==> src/rtl/core/ghi_pkg.sv <==
// shared types and constants of the gyro heading integrator
`default_nettype none
package ghi_pkg;

	// configuration register indexes
	localparam int unsigned CFG_IDX_W  = 2;
	localparam int unsigned CFG_DATA_W = 23;
	localparam logic [CFG_IDX_W-1:0] CFG_GAIN        = 2'd0;
	localparam logic [CFG_IDX_W-1:0] CFG_DEADZONE_Q8 = 2'd1;
	localparam logic [CFG_IDX_W-1:0] CFG_CAL_SAMPLES = 2'd2;

	// register reset values
	localparam logic [15:0] GAIN_RST        = 16'd8351;
	localparam logic [22:0] DEADZONE_RST    = 23'd1280;
	localparam logic [7:0]  CAL_SAMPLES_RST = 8'd100;

	// iteration counts of the shared unit
	localparam int unsigned STEP_W    = 5;
	localparam int unsigned DIV_STEPS = 32;
	localparam int unsigned MUL_STEPS = 16;

	// input op codes
	localparam logic OP_START_CAL = 1'b0;
	localparam logic OP_SAMPLE    = 1'b1;

	typedef struct packed {
		logic               op;
		logic signed [15:0] raw_rate;
	} in_item_t;

	typedef struct packed {
		logic [31:0] heading;
		logic [9:0]  dac_level;
		logic        calibrating;
	} out_item_t;

	typedef enum logic [3:0] {
		ST_IDLE,
		ST_DECIDE,
		ST_CAL_CHK,
		ST_DIV,
		ST_DIV_FIN,
		ST_DZ_CHK,
		ST_MUL,
		ST_MUL_FIN,
		ST_DONE
	} ghi_state_t;

	typedef enum logic [2:0] {
		ALU_HOLD,
		ALU_LD_DIV,
		ALU_LD_MUL,
		ALU_DIV,
		ALU_MUL
	} alu_cmd_t;

	// sequencer strobes toward the datapath
	typedef struct packed {
		logic     in_ready;
		logic     decide;
		logic     div_fin;
		logic     mul_fin;
		logic     out_load;
		alu_cmd_t alu_cmd;
	} ghi_ctl_t;

	// datapath status toward the sequencer
	typedef struct packed {
		logic in_valid;
		logic op;
		logic cal_active;
		logic cal_done;
		logic dz_pass;
		logic out_free;
	} ghi_sts_t;

endpackage
`default_nettype wire

==> src/rtl/core/ghi_alu.sv <==
// shared iterative unit: restoring divide and shift-add multiply on one adder
`default_nettype none
module ghi_alu (
	input  wire logic            clk,
	input  wire ghi_pkg::alu_cmd_t cmd,
	input  wire logic [31:0]     ld_lo,
	input  wire logic [24:0]     ld_opnd,
	output logic      [25:0]     hi,
	output logic      [31:0]     lo
);
	import ghi_pkg::*;

	logic [25:0] hi_q;
	logic [31:0] lo_q;
	logic [24:0] opnd_q;
	logic        sub;
	logic [25:0] a_in;
	logic [25:0] b_in;
	logic [25:0] sum;
	logic [25:0] pmul;

	// one adder, operands picked by the command
	always_comb begin
		sub = (cmd == ALU_DIV);
		if (sub) begin
			a_in = {16'd0, hi_q[8:0], lo_q[31]};
			b_in = {1'b0, opnd_q};
		end else begin
			a_in = hi_q;
			b_in = {opnd_q[24], opnd_q};
		end
		sum  = a_in + (b_in ^ {26{sub}}) + {25'd0, sub};
		pmul = lo_q[0] ? sum : hi_q;
	end

	always_ff @(posedge clk) begin
		case (cmd)
			ALU_LD_DIV, ALU_LD_MUL: begin
				hi_q   <= '0;
				lo_q   <= ld_lo;
				opnd_q <= ld_opnd;
			end
			ALU_DIV: begin
				// keep the trial difference when it did not go negative
				if (!sum[25]) begin
					hi_q <= sum;
					lo_q <= {lo_q[30:0], 1'b1};
				end else begin
					hi_q <= a_in;
					lo_q <= {lo_q[30:0], 1'b0};
				end
			end
			ALU_MUL: begin
				hi_q <= {pmul[25], pmul[25:1]};
				lo_q <= {pmul[0], lo_q[31:1]};
			end
			default: begin
			end
		endcase
	end

	assign hi = hi_q;
	assign lo = lo_q;

endmodule
`default_nettype wire

==> src/rtl/core/ghi_ctrl.sv <==
// sequencer that steps the shared unit through one request
`default_nettype none
module ghi_ctrl (
	input  wire logic              clk,
	input  wire logic              arst_n,
	input  wire ghi_pkg::ghi_sts_t sts,
	output ghi_pkg::ghi_ctl_t      ctl
);
	import ghi_pkg::*;

	ghi_state_t        state_q;
	ghi_state_t        state_d;
	logic [STEP_W-1:0] cnt_q;

	// next state
	always_comb begin
		state_d = state_q;
		unique case (state_q)
			ST_IDLE:    if (sts.in_valid) state_d = ST_DECIDE;
			ST_DECIDE: begin
				if (sts.op == OP_START_CAL) state_d = ST_DONE;
				else if (sts.cal_active)    state_d = ST_CAL_CHK;
				else                        state_d = ST_DZ_CHK;
			end
			ST_CAL_CHK: state_d = sts.cal_done ? ST_DIV : ST_DONE;
			ST_DIV:     if (cnt_q == '0) state_d = ST_DIV_FIN;
			ST_DIV_FIN: state_d = ST_DONE;
			ST_DZ_CHK:  state_d = sts.dz_pass ? ST_MUL : ST_DONE;
			ST_MUL:     if (cnt_q == '0) state_d = ST_MUL_FIN;
			ST_MUL_FIN: state_d = ST_DONE;
			ST_DONE:    if (sts.out_free) state_d = ST_IDLE;
			default:    state_d = ST_IDLE;
		endcase
	end

	// outputs
	always_comb begin
		ctl = '{in_ready: 1'b0, decide: 1'b0, div_fin: 1'b0, mul_fin: 1'b0,
			out_load: 1'b0, alu_cmd: ALU_HOLD};
		unique case (state_q)
			ST_IDLE:    ctl.in_ready = 1'b1;
			ST_DECIDE:  ctl.decide = 1'b1;
			ST_CAL_CHK: if (sts.cal_done) ctl.alu_cmd = ALU_LD_DIV;
			ST_DIV:     ctl.alu_cmd = ALU_DIV;
			ST_DIV_FIN: ctl.div_fin = 1'b1;
			ST_DZ_CHK:  if (sts.dz_pass) ctl.alu_cmd = ALU_LD_MUL;
			ST_MUL:     ctl.alu_cmd = ALU_MUL;
			ST_MUL_FIN: ctl.mul_fin = 1'b1;
			ST_DONE:    ctl.out_load = sts.out_free;
			default: begin
			end
		endcase
	end

	always_ff @(posedge clk or negedge arst_n) begin
		if (!arst_n) begin
			state_q <= ST_IDLE;
			cnt_q   <= '0;
		end else begin
			state_q <= state_d;
			if (state_q == ST_CAL_CHK) begin
				cnt_q <= STEP_W'(DIV_STEPS - 1);
			end else if (state_q == ST_DZ_CHK) begin
				cnt_q <= STEP_W'(MUL_STEPS - 1);
			end else if ((state_q == ST_DIV || state_q == ST_MUL) && cnt_q != '0) begin
				cnt_q <= cnt_q - STEP_W'(1);
			end
		end
	end

endmodule
`default_nettype wire

==> src/rtl/core/gyro_heading_integrator_unit.sv <==
// top level of the gyro heading integrator
`default_nettype none
// integrates signed 16-bit gyro z rate samples into a heading held as a
// 32-bit fraction of a turn. a start-calibration request clears the offset
// accumulator; the next cal_samples samples are summed and their mean, in q8,
// becomes the offset, and the heading is zeroed when that completes. after
// that each sample has the offset removed; a corrected rate below the dead
// zone adds nothing, otherwise rate times gain (2^-32 turn units, floored
// after the q8 scale) is added with natural wrap. every request gives exactly
// one result: heading, a 10-bit dac level floor(heading*1023/2^32) and the
// calibrating flag. one request is worked at a time through a single shared
// adder: a start request goes straight to its result, a calibration or
// dead-zone sample ends at its check, the closing calibration sample runs a
// 32-step restoring divide and an integrating sample a 16-step shift-add
// multiply. the input side takes a new request as soon as the sequencer is
// idle, while the previous result may still sit in the output register.
// configuration writes are always accepted and belong to idle periods.
module gyro_heading_integrator_unit (
	input  wire logic                                clk,
	input  wire logic                                arst_n,
	// request channel
	input  wire logic                                in_valid,
	output logic                                     in_ready,
	input  wire ghi_pkg::in_item_t                   in_data,
	// result channel
	output logic                                     out_valid,
	input  wire logic                                out_ready,
	output ghi_pkg::out_item_t                       out_data,
	// configuration write channel
	input  wire logic                                cfg_valid,
	output logic                                     cfg_ready,
	input  wire logic [ghi_pkg::CFG_IDX_W-1:0]       cfg_index,
	input  wire logic [ghi_pkg::CFG_DATA_W-1:0]      cfg_data
);
	import ghi_pkg::*;

	// configuration registers
	logic [15:0] gain_q;
	logic [22:0] deadzone_q;
	logic [7:0]  cal_samples_q;

	// integrator state
	logic [31:0] heading_q;
	logic [23:0] offset_q;
	logic [23:0] cal_sum_q;
	logic [7:0]  cal_count_q;
	logic        cal_active_q;

	// request held for the sequencer, corrected rate
	logic        op_q;
	logic [15:0] raw_q;
	logic [24:0] diff_q;

	// result register
	out_item_t   out_data_q;
	logic        out_valid_q;

	// sequencer link
	ghi_ctl_t    ctl;
	ghi_sts_t    sts;

	// shared unit link
	logic [31:0] alu_ld_lo;
	logic [24:0] alu_ld_opnd;
	logic [25:0] alu_hi;
	logic [31:0] alu_lo;

	logic        in_accept;
	logic [7:0]  need;
	logic [24:0] diff_mag;
	logic [23:0] sum_mag;
	logic [41:0] product;
	logic [41:0] dac_wide;

	assign in_accept = in_valid & ctl.in_ready;
	assign in_ready  = ctl.in_ready;
	assign cfg_ready = 1'b1;

	// a sample count of zero behaves like one
	assign need     = (cal_samples_q == 8'd0) ? 8'd1 : cal_samples_q;
	assign diff_mag = diff_q[24] ? (25'd0 - diff_q) : diff_q;
	assign sum_mag  = cal_sum_q[23] ? (24'd0 - cal_sum_q) : cal_sum_q;
	// signed product of corrected rate and gain, 42 bits
	assign product  = {alu_hi, alu_lo[31:16]};
	// heading * 1023 as heading * 1024 - heading, keep the top 10 bits
	assign dac_wide = {heading_q, 10'd0} - {10'd0, heading_q};

	always_comb begin
		sts.in_valid   = in_valid;
		sts.op         = op_q;
		sts.cal_active = cal_active_q;
		sts.cal_done   = (cal_count_q >= need);
		sts.dz_pass    = (diff_mag >= {2'b00, deadzone_q});
		sts.out_free   = ~out_valid_q | out_ready;
	end

	// operands for the shared unit: dividend |sum|*256 over the count,
	// or gain as the multiplier of the corrected rate
	always_comb begin
		if (ctl.alu_cmd == ALU_LD_DIV) begin
			alu_ld_lo   = {sum_mag, 8'd0};
			alu_ld_opnd = {17'd0, cal_count_q};
		end else begin
			alu_ld_lo   = {16'd0, gain_q};
			alu_ld_opnd = diff_q;
		end
	end

	ghi_ctrl u_ctrl (
		.clk    (clk),
		.arst_n (arst_n),
		.sts    (sts),
		.ctl    (ctl)
	);

	ghi_alu u_alu (
		.clk     (clk),
		.cmd     (ctl.alu_cmd),
		.ld_lo   (alu_ld_lo),
		.ld_opnd (alu_ld_opnd),
		.hi      (alu_hi),
		.lo      (alu_lo)
	);

	// configuration writes; unknown indexes are dropped
	always_ff @(posedge clk or negedge arst_n) begin
		if (!arst_n) begin
			gain_q        <= GAIN_RST;
			deadzone_q    <= DEADZONE_RST;
			cal_samples_q <= CAL_SAMPLES_RST;
		end else if (cfg_valid) begin
			unique case (cfg_index)
				CFG_GAIN:        gain_q        <= cfg_data[15:0];
				CFG_DEADZONE_Q8: deadzone_q    <= cfg_data;
				CFG_CAL_SAMPLES: cal_samples_q <= cfg_data[7:0];
				default: begin
				end
			endcase
		end
	end

	// request capture and corrected rate
	always_ff @(posedge clk) begin
		if (in_accept) begin
			op_q  <= in_data.op;
			raw_q <= in_data.raw_rate;
		end
		if (ctl.decide) begin
			// raw rate in q8 minus the q8 offset, exact in 25 bits
			diff_q <= {raw_q[15], raw_q, 8'd0} - {offset_q[23], offset_q};
		end
	end

	// integrator and calibration state
	always_ff @(posedge clk or negedge arst_n) begin
		if (!arst_n) begin
			heading_q    <= '0;
			offset_q     <= '0;
			cal_sum_q    <= '0;
			cal_count_q  <= '0;
			cal_active_q <= 1'b0;
		end else begin
			if (ctl.decide) begin
				if (op_q == OP_START_CAL) begin
					// a new start also restarts a running calibration
					cal_sum_q    <= '0;
					cal_count_q  <= '0;
					cal_active_q <= 1'b1;
				end else if (cal_active_q) begin
					cal_sum_q   <= cal_sum_q + {{8{raw_q[15]}}, raw_q};
					cal_count_q <= cal_count_q + 8'd1;
				end
			end
			if (ctl.div_fin) begin
				// quotient of magnitudes, sign restored: truncation toward zero
				offset_q     <= cal_sum_q[23] ? (24'd0 - alu_lo[23:0]) : alu_lo[23:0];
				heading_q    <= '0;
				cal_active_q <= 1'b0;
			end
			if (ctl.mul_fin) begin
				// product shifted down by 8 is the floored step, wraps mod 2^32
				heading_q <= heading_q + product[39:8];
			end
		end
	end

	// result register, loaded when empty or while the previous result leaves
	always_ff @(posedge clk or negedge arst_n) begin
		if (!arst_n) begin
			out_valid_q <= 1'b0;
		end else if (ctl.out_load) begin
			out_valid_q <= 1'b1;
		end else if (out_ready) begin
			out_valid_q <= 1'b0;
		end
	end

	always_ff @(posedge clk) begin
		if (ctl.out_load) begin
			out_data_q.heading     <= heading_q;
			out_data_q.dac_level   <= dac_wide[41:32];
			out_data_q.calibrating <= cal_active_q;
		end
	end

	assign out_valid = out_valid_q;
	assign out_data  = out_data_q;

endmodule
`default_nettype wire

==> config.mk <==
export PLATFORM = sky130hd
export DESIGN_NAME = gyro_heading_integrator_unit
export DESIGN_NICKNAME = d
export VERILOG_FILES = /design/src/rtl/core/ghi_pkg.sv /design/src/rtl/core/ghi_alu.sv /design/src/rtl/core/ghi_ctrl.sv /design/src/rtl/core/gyro_heading_integrator_unit.sv
export SDC_FILE = /design/constraint.sdc
export NUM_CORES = 1
export LEC_CHECK = 0
export ABC_AREA = 1
export BUFFER_PORTS_ARGS = -buffer_cell sky130_fd_sc_hd__clkbuf_2
export CORE_ASPECT_RATIO = 0.6
export CORE_MARGIN = 2
export CORE_UTILIZATION = 60
export CTS_BUF_LIST = sky130_fd_sc_hd__clkbuf_4
export CTS_CLUSTER_DIAMETER = 150
export CTS_CLUSTER_SIZE = 12
export DETAILED_ROUTE_END_ITERATION = 8
export PLACE_DENSITY = 0.77
export SETUP_SLACK_MARGIN = 0.05
export SYNTH_ARGS = -nofsm -noshare
export SYNTH_HDL_FRONTEND = slang
export SYNTH_HIERARCHICAL = 1
export SYNTH_SLANG_ARGS = --single-unit
==> constraint.sdc <==
create_clock -name clk -period 16.1 [get_ports clk]
set_input_delay 2.415 -clock clk [delete_from_list [all_inputs] [get_ports clk]]
set_output_delay 2.415 -clock clk [all_outputs]
set_load 0.02 [all_outputs]
**Word level (Yosys, flattened, before mapping)**

Index checks and enable logic that the tools add are counted.
Widths: inputs -> output; s select.

- Bits in registers: 314
- Output and inout bits: 46
- Logic and storage cells: 122

- $add $sub $neg: 11
- Magnitude comparators: 2
- Equality and inequality tests: 20
- Multiplexer cells: 44
- Bitwise gates (word level): 4
- Reduce and logical (&&, ||, !) cells: 20

Operators by type and width:

| operator | number |
|---|---|
| $mux 26 | 4 |
| $mux 24 | 4 |
| $mux 32 | 3 |
| $pmux 32 s3 | 1 |
| $pmux 26 s3 | 1 |
| $sub 1x24->24 const A | 2 |
| $sub 42x32->42 | 1 |
| $add 32x32->32 | 1 |
| $mux 8 | 4 |
| $pmux 4 s8 | 1 |
| $mux 4 | 7 |
| $add 26x1->26 | 1 |
| $add 26x26->26 | 1 |
| $xor 26x26->26 | 1 |
| $ge 25x23->1 | 1 |
| $mux 25 | 1 |
| $sub 1x25->25 const A | 1 |
| $sub 24x24->25 | 1 |
| $add 24x24->24 | 1 |
| $eq 4x3->1 const B | 4 |
| $mux 5 | 3 |
| $mux 1 | 12 |
| $pmux 3 s4 | 1 |
| $reduce_and 2->1 | 5 |
| 29 further kinds | 39 |

**Depth between registers and ports, before layout**

- Depth after elaboration: 12
- Mapped depth: 44

**Modules after synthesis**

The synthesis kept the hierarchy.

Modules (own cells, without submodules):

| module | times used | cells each | area each (um2) |
|---|---|---|---|
| gyro_heading_integrator_unit | 1 | 2594 | 17590.6 |
| ghi_alu | 1 | 749 | 5903.2 |
| ghi_ctrl | 1 | 111 | 721.9 |

**Worst setup path before layout**

No wires, ideal clock.

- Path type: input port to flip-flop
- Start point: input port out_ready
- End point: register out_data_q (netlist bit out_data[0]), enable pin
- Data arrival time: 6.721 ns
- Data required time: 15.547 ns
- Slack: 8.825 ns
- Cell stages on the path: 4
- Buffers on the path: 0
- Cells stage by stage: inv_1 -> nand2_1 -> inv_1 -> nor4_1

RTL lines:

| element | line | source |
|---|---|---|
| start: declaration | gyro_heading_integrator_unit.sv:27 | `input wire logic out_ready,` |
| end: declaration | gyro_heading_integrator_unit.sv:55 | `out_item_t out_data_q;` |

==> impl_summary.txt <==
----------------------------------------------------
[Min path]
  Worst Hold Path EP ... gain_q[0]
  Min-delay worst type ... reg2reg
  Worst Min Path Start ... gain_q[0]
  Number of cells traversed by the worst hold path ... 2

[Placement]
  Placer congestion estimate ... 1.03
  Placed instance area ... 25,200 um2
  Number of I/O port buffers ... 91
  Dpl hpwl ... 59,100 um
  Cell total after placement ... 4,020

[Timing]
  Minimum clock period after layout ... 7.50 ns
  Final worst clock skew ... 0.0932 ns
  Post-route clock period utilization ... 46.6%
  Setup TNS after final layout ... 0 ns
  Final-report max-slew violation count ... 0
  Final hold viol count ... 0
  Maximum clock frequency ... 0.133 GHz
  Final count of negative-setup-slack endpoints ... 0
  Slew headroom ... 18.5%
  Slew of the pin with the lowest slew margin ... 1.22 ns
  RSZ-0062 raised after global routing ... no

[Worst setup path]
  Category of the most critical setup path ... reg2reg
  WP buf/inv ... 3
  Worst-path fanout max ... 74
  Critical path's most frequent cell ... sky130_fd_sc_hd__nand2_1
  Flop2flop setup slack ... 8.60 ns
  Worst R2R Start ... diff_q[24]
  Reg2reg path depth ... 32
  Worst setup SP type ... register
  Delay of the slowest cell on the worst path ... 1.04 ns
  Crit end category ... register
  Endpoint of the worst register-to-register path ... u_alu/hi[24]
  Cell at the slowest stage of the critical path ... sky130_fd_sc_hd__clkinv_1
  Arrival time of data at the critical path endpoint ... 8.10 ns
  Worst Path Required ... 16.70 ns
  Gate family responsible for the most delay along the worst path ... simple AND/OR/NAND/NOR gates

[Status]
  Result of the run ... finished, final reports clean

[Drt]
  Via count ... 23,726
  DRC violation total after the first TritonRoute iteration ... 3,132
  Post-DR wirelength/cell ... 18.3 um
  Sum of routed wire length over all layers ... 74,700 um
  Mean number of vias per cell ... 5.82
  Post-route antenna net violation count ... 0
  Pre-Repair DR Iteration Count ... 8
  Post-detailed-route DRC marker count ... 0

[Logic synthesis]
  Top-area cell type share of the netlist area ... 20.8%
  Nets in the synthesized netlist ... 3,658
  Ys flop type ... sky130_fd_sc_hd__edfxtp_1
  Mapped Area ... 24,200 um2
  Async set-or-reset flop fraction in the synthesized netlist ... 46.5%
  Number of synthesized register bits ... 314
  Number of enable flip-flop cells after synthesis ... 168
  Post-Synthesis Mean Instance Area ... 7.01 um2
  Count of synthesis-stage warnings from yosys ... 6
  Cell type with the largest total area after synthesis ... sky130_fd_sc_hd__edfxtp_1
  Synth area leaders ... sky130_fd_sc_hd__edfxtp_1, sky130_fd_sc_hd__nand2_1, sky130_fd_sc_hd__dfrtp_1
  Sequential element share of the synthesized area ... 36.0%
  Post-Syn Instances ... 3,454
  Synth unique cells ... 63

[Floorplanning]
  Effective utilization at floorplan ... 61.4%
  DIE HEIGHT ... 160 um
  I/O pin total ... 93
  Num rows ... 56
  Total core area ... 39,400 um2
  Die extent in x ... 263 um
  Area of the die ... 42,000 um2

[Clock network]
  TritonCTS clock tree ... yes
  Number of sinks on the clock net ... 314
  Number of buffers inserted during clock tree synthesis ... 30
  Cts-stage hold buffer count ... 0
  Clock buffer depth ... 3
  Buffer cell driving the clock tree root ... sky130_fd_sc_hd__clkbuf_4
  Clock transition at the registers of the reported paths ... 0.14 ns
  Number of gates resized after cts ... 0
  CTS H-tree depth ... 1
  Number of post-CTS setup repair buffers ... 0
  Source-to-sink clock delay at the later pin of the worst-skew pair ... 0.88 ns

[Layout]
  Synth-to-layout area growth ... 5.76%
  Most common library cell in the layout ignoring fill and taps ... sky130_fd_sc_hd__nand2_1
  Non-Filler Instances ... 4,077
  Area of all placed cells without fillers ... 25,600 um2
  Count of nets after finishing ... 3,734
  Ratio of cells with drive above 1 in the final layout ... 7.91%
  Commonest cells after routing, fill and taps aside ... sky130_fd_sc_hd__nand2_1, sky130_fd_sc_hd__inv_1, sky130_fd_sc_hd__nor2_1, sky130_fd_sc_hd__o21ai_0, sky130_fd_sc_hd__nand3_1
  Filler instances ... 3,601

[Global route]
  Antenna violations before repair ... 1
  Remaining global-route overflow ... 0
  Vias in the first global route ... 21,175
  Overall Global Routing Usage ... 35.1%
  Maximum number of pins on one net before global-route repair ... 77
  Global-route wire length before repair ... 116,000 um

[Power]
  Overall power of the completed layout ... 5.72 mW
  Leakage Power ... 13.3 nW
  Power density over cell area ... 223 nW/um2
  Largest voltage drop on the vdd net ... 0.162 mV

[Run]
  Max-Cap Viols ... 0

----------------------------------------------------
## worst register-to-register path, delay by kind of cell, from the launching register on
family,cells,cell delay (ns)
simple gates,23,3.10
fa+ha+maj,2,0.62
xor+xnor,1,0.19
compound gates,3,0.92
flops,1,0.87
buf+inv,3,1.54
## state kept, by name, summed over array words and instances, names as in the netlist, 8 cells and up
signal / cells
cal_count_q: 8
cal_samples_q: 8
cal_sum_q: 24
deadzone_q: 23
diff_q: 25
gain_q: 16
heading_q: 32
offset_q: 24
out_data: 43
raw_q: 16
u_alu/hi: 26
u_alu/lo: 32
u_alu/opnd_q: 25
## synth_stat cells (all sizes together), types with 22 or more instances
library cell     n
a21oi          195
buf             22
clkbuf          42
dfrtp          134
edfxtp         168
ha             154
inv            557
nand2         1088
nand3          201
nand4           47
nor2           342
nor3            42
o21ai          213
o221ai          28
xnor2           51
xor2            52
## worst max-delay path by stage
stage	startpoint	end	slack [ns]	cells after the start
detailed placement	diff_q[0]	u_alu/hi[21]	8.84	36
global placement	diff_q[24]	u_alu/hi[24]	8.93	32
floorplan	out_ready	out_data[0]	8.83	4
global route	diff_q[24]	u_alu/hi[24]	8.01	32
CTS	diff_q[24]	u_alu/hi[24]	8.80	32
finish	diff_q[24]	u_alu/hi[24]	8.60	32
## layout make-up
cell class	instances	area (um2)	area share, %
sequential	314	8710	34.0
inverter	558	2100	8.19
clock buffer	54	405	1.58
antenna	1	2.50	0.00977
multi-input combinational	2518	13100	51.3
timing repair buffer	108	589	2.30
clock inverter	2	20.0	0.0782
tap	522	653	2.55
## layer usage
| metal | track usage, % | share of wire [%] |
|---|---|---|
| met5 | 0 | 0 |
| met1 | 55.3 | 46 |
| met4 | 6.08 | 1.9 |
| met3 | 10.6 | 14 |
| met2 | 47.0 | 38 |
## report_power, final
group	total, mW	switching (mW)	leakage [nW]	internal, mW
clock	0.437	0.286	0.259	0.151
sequential	1.50	0.277	3.43	1.22
combinational	3.78	2.59	9.62	1.19
total	5.72	3.15	13.3	2.56
## cell families (layout without fill, tap and decap cells)
group / count (synthesis) / in the layout / share of synthesized area [%]
AO/OA/AOI/OAI: 495 / 495 / 11.4
flip-flops: 314 / 314 / 36.0
adder cells (fa/ha/maj): 157 / 157 / 8.21
other: 1 / 2 / 0.0155
AND/OR/NAND/NOR: 1762 / 1762 / 30.7
XOR/XNOR: 103 / 103 / 3.73
buffers and inverters: 622 / 722 / 9.92
## per-stage QoR
step / worst slack, ns / hold WS [ns] / utilization [%]
finish: 8.60 / 0.501 / 64.9
global route: 8.01 / 0.528 / 64.9
CTS: 8.80 / 0.503 / 64.9
detailed placement: 8.84 / 0.473 / 63.8
global placement: 8.93 / 0.469 / 63.8
floorplan: 8.83 / 0.425 / -
(Power assumes the default switching activity.)
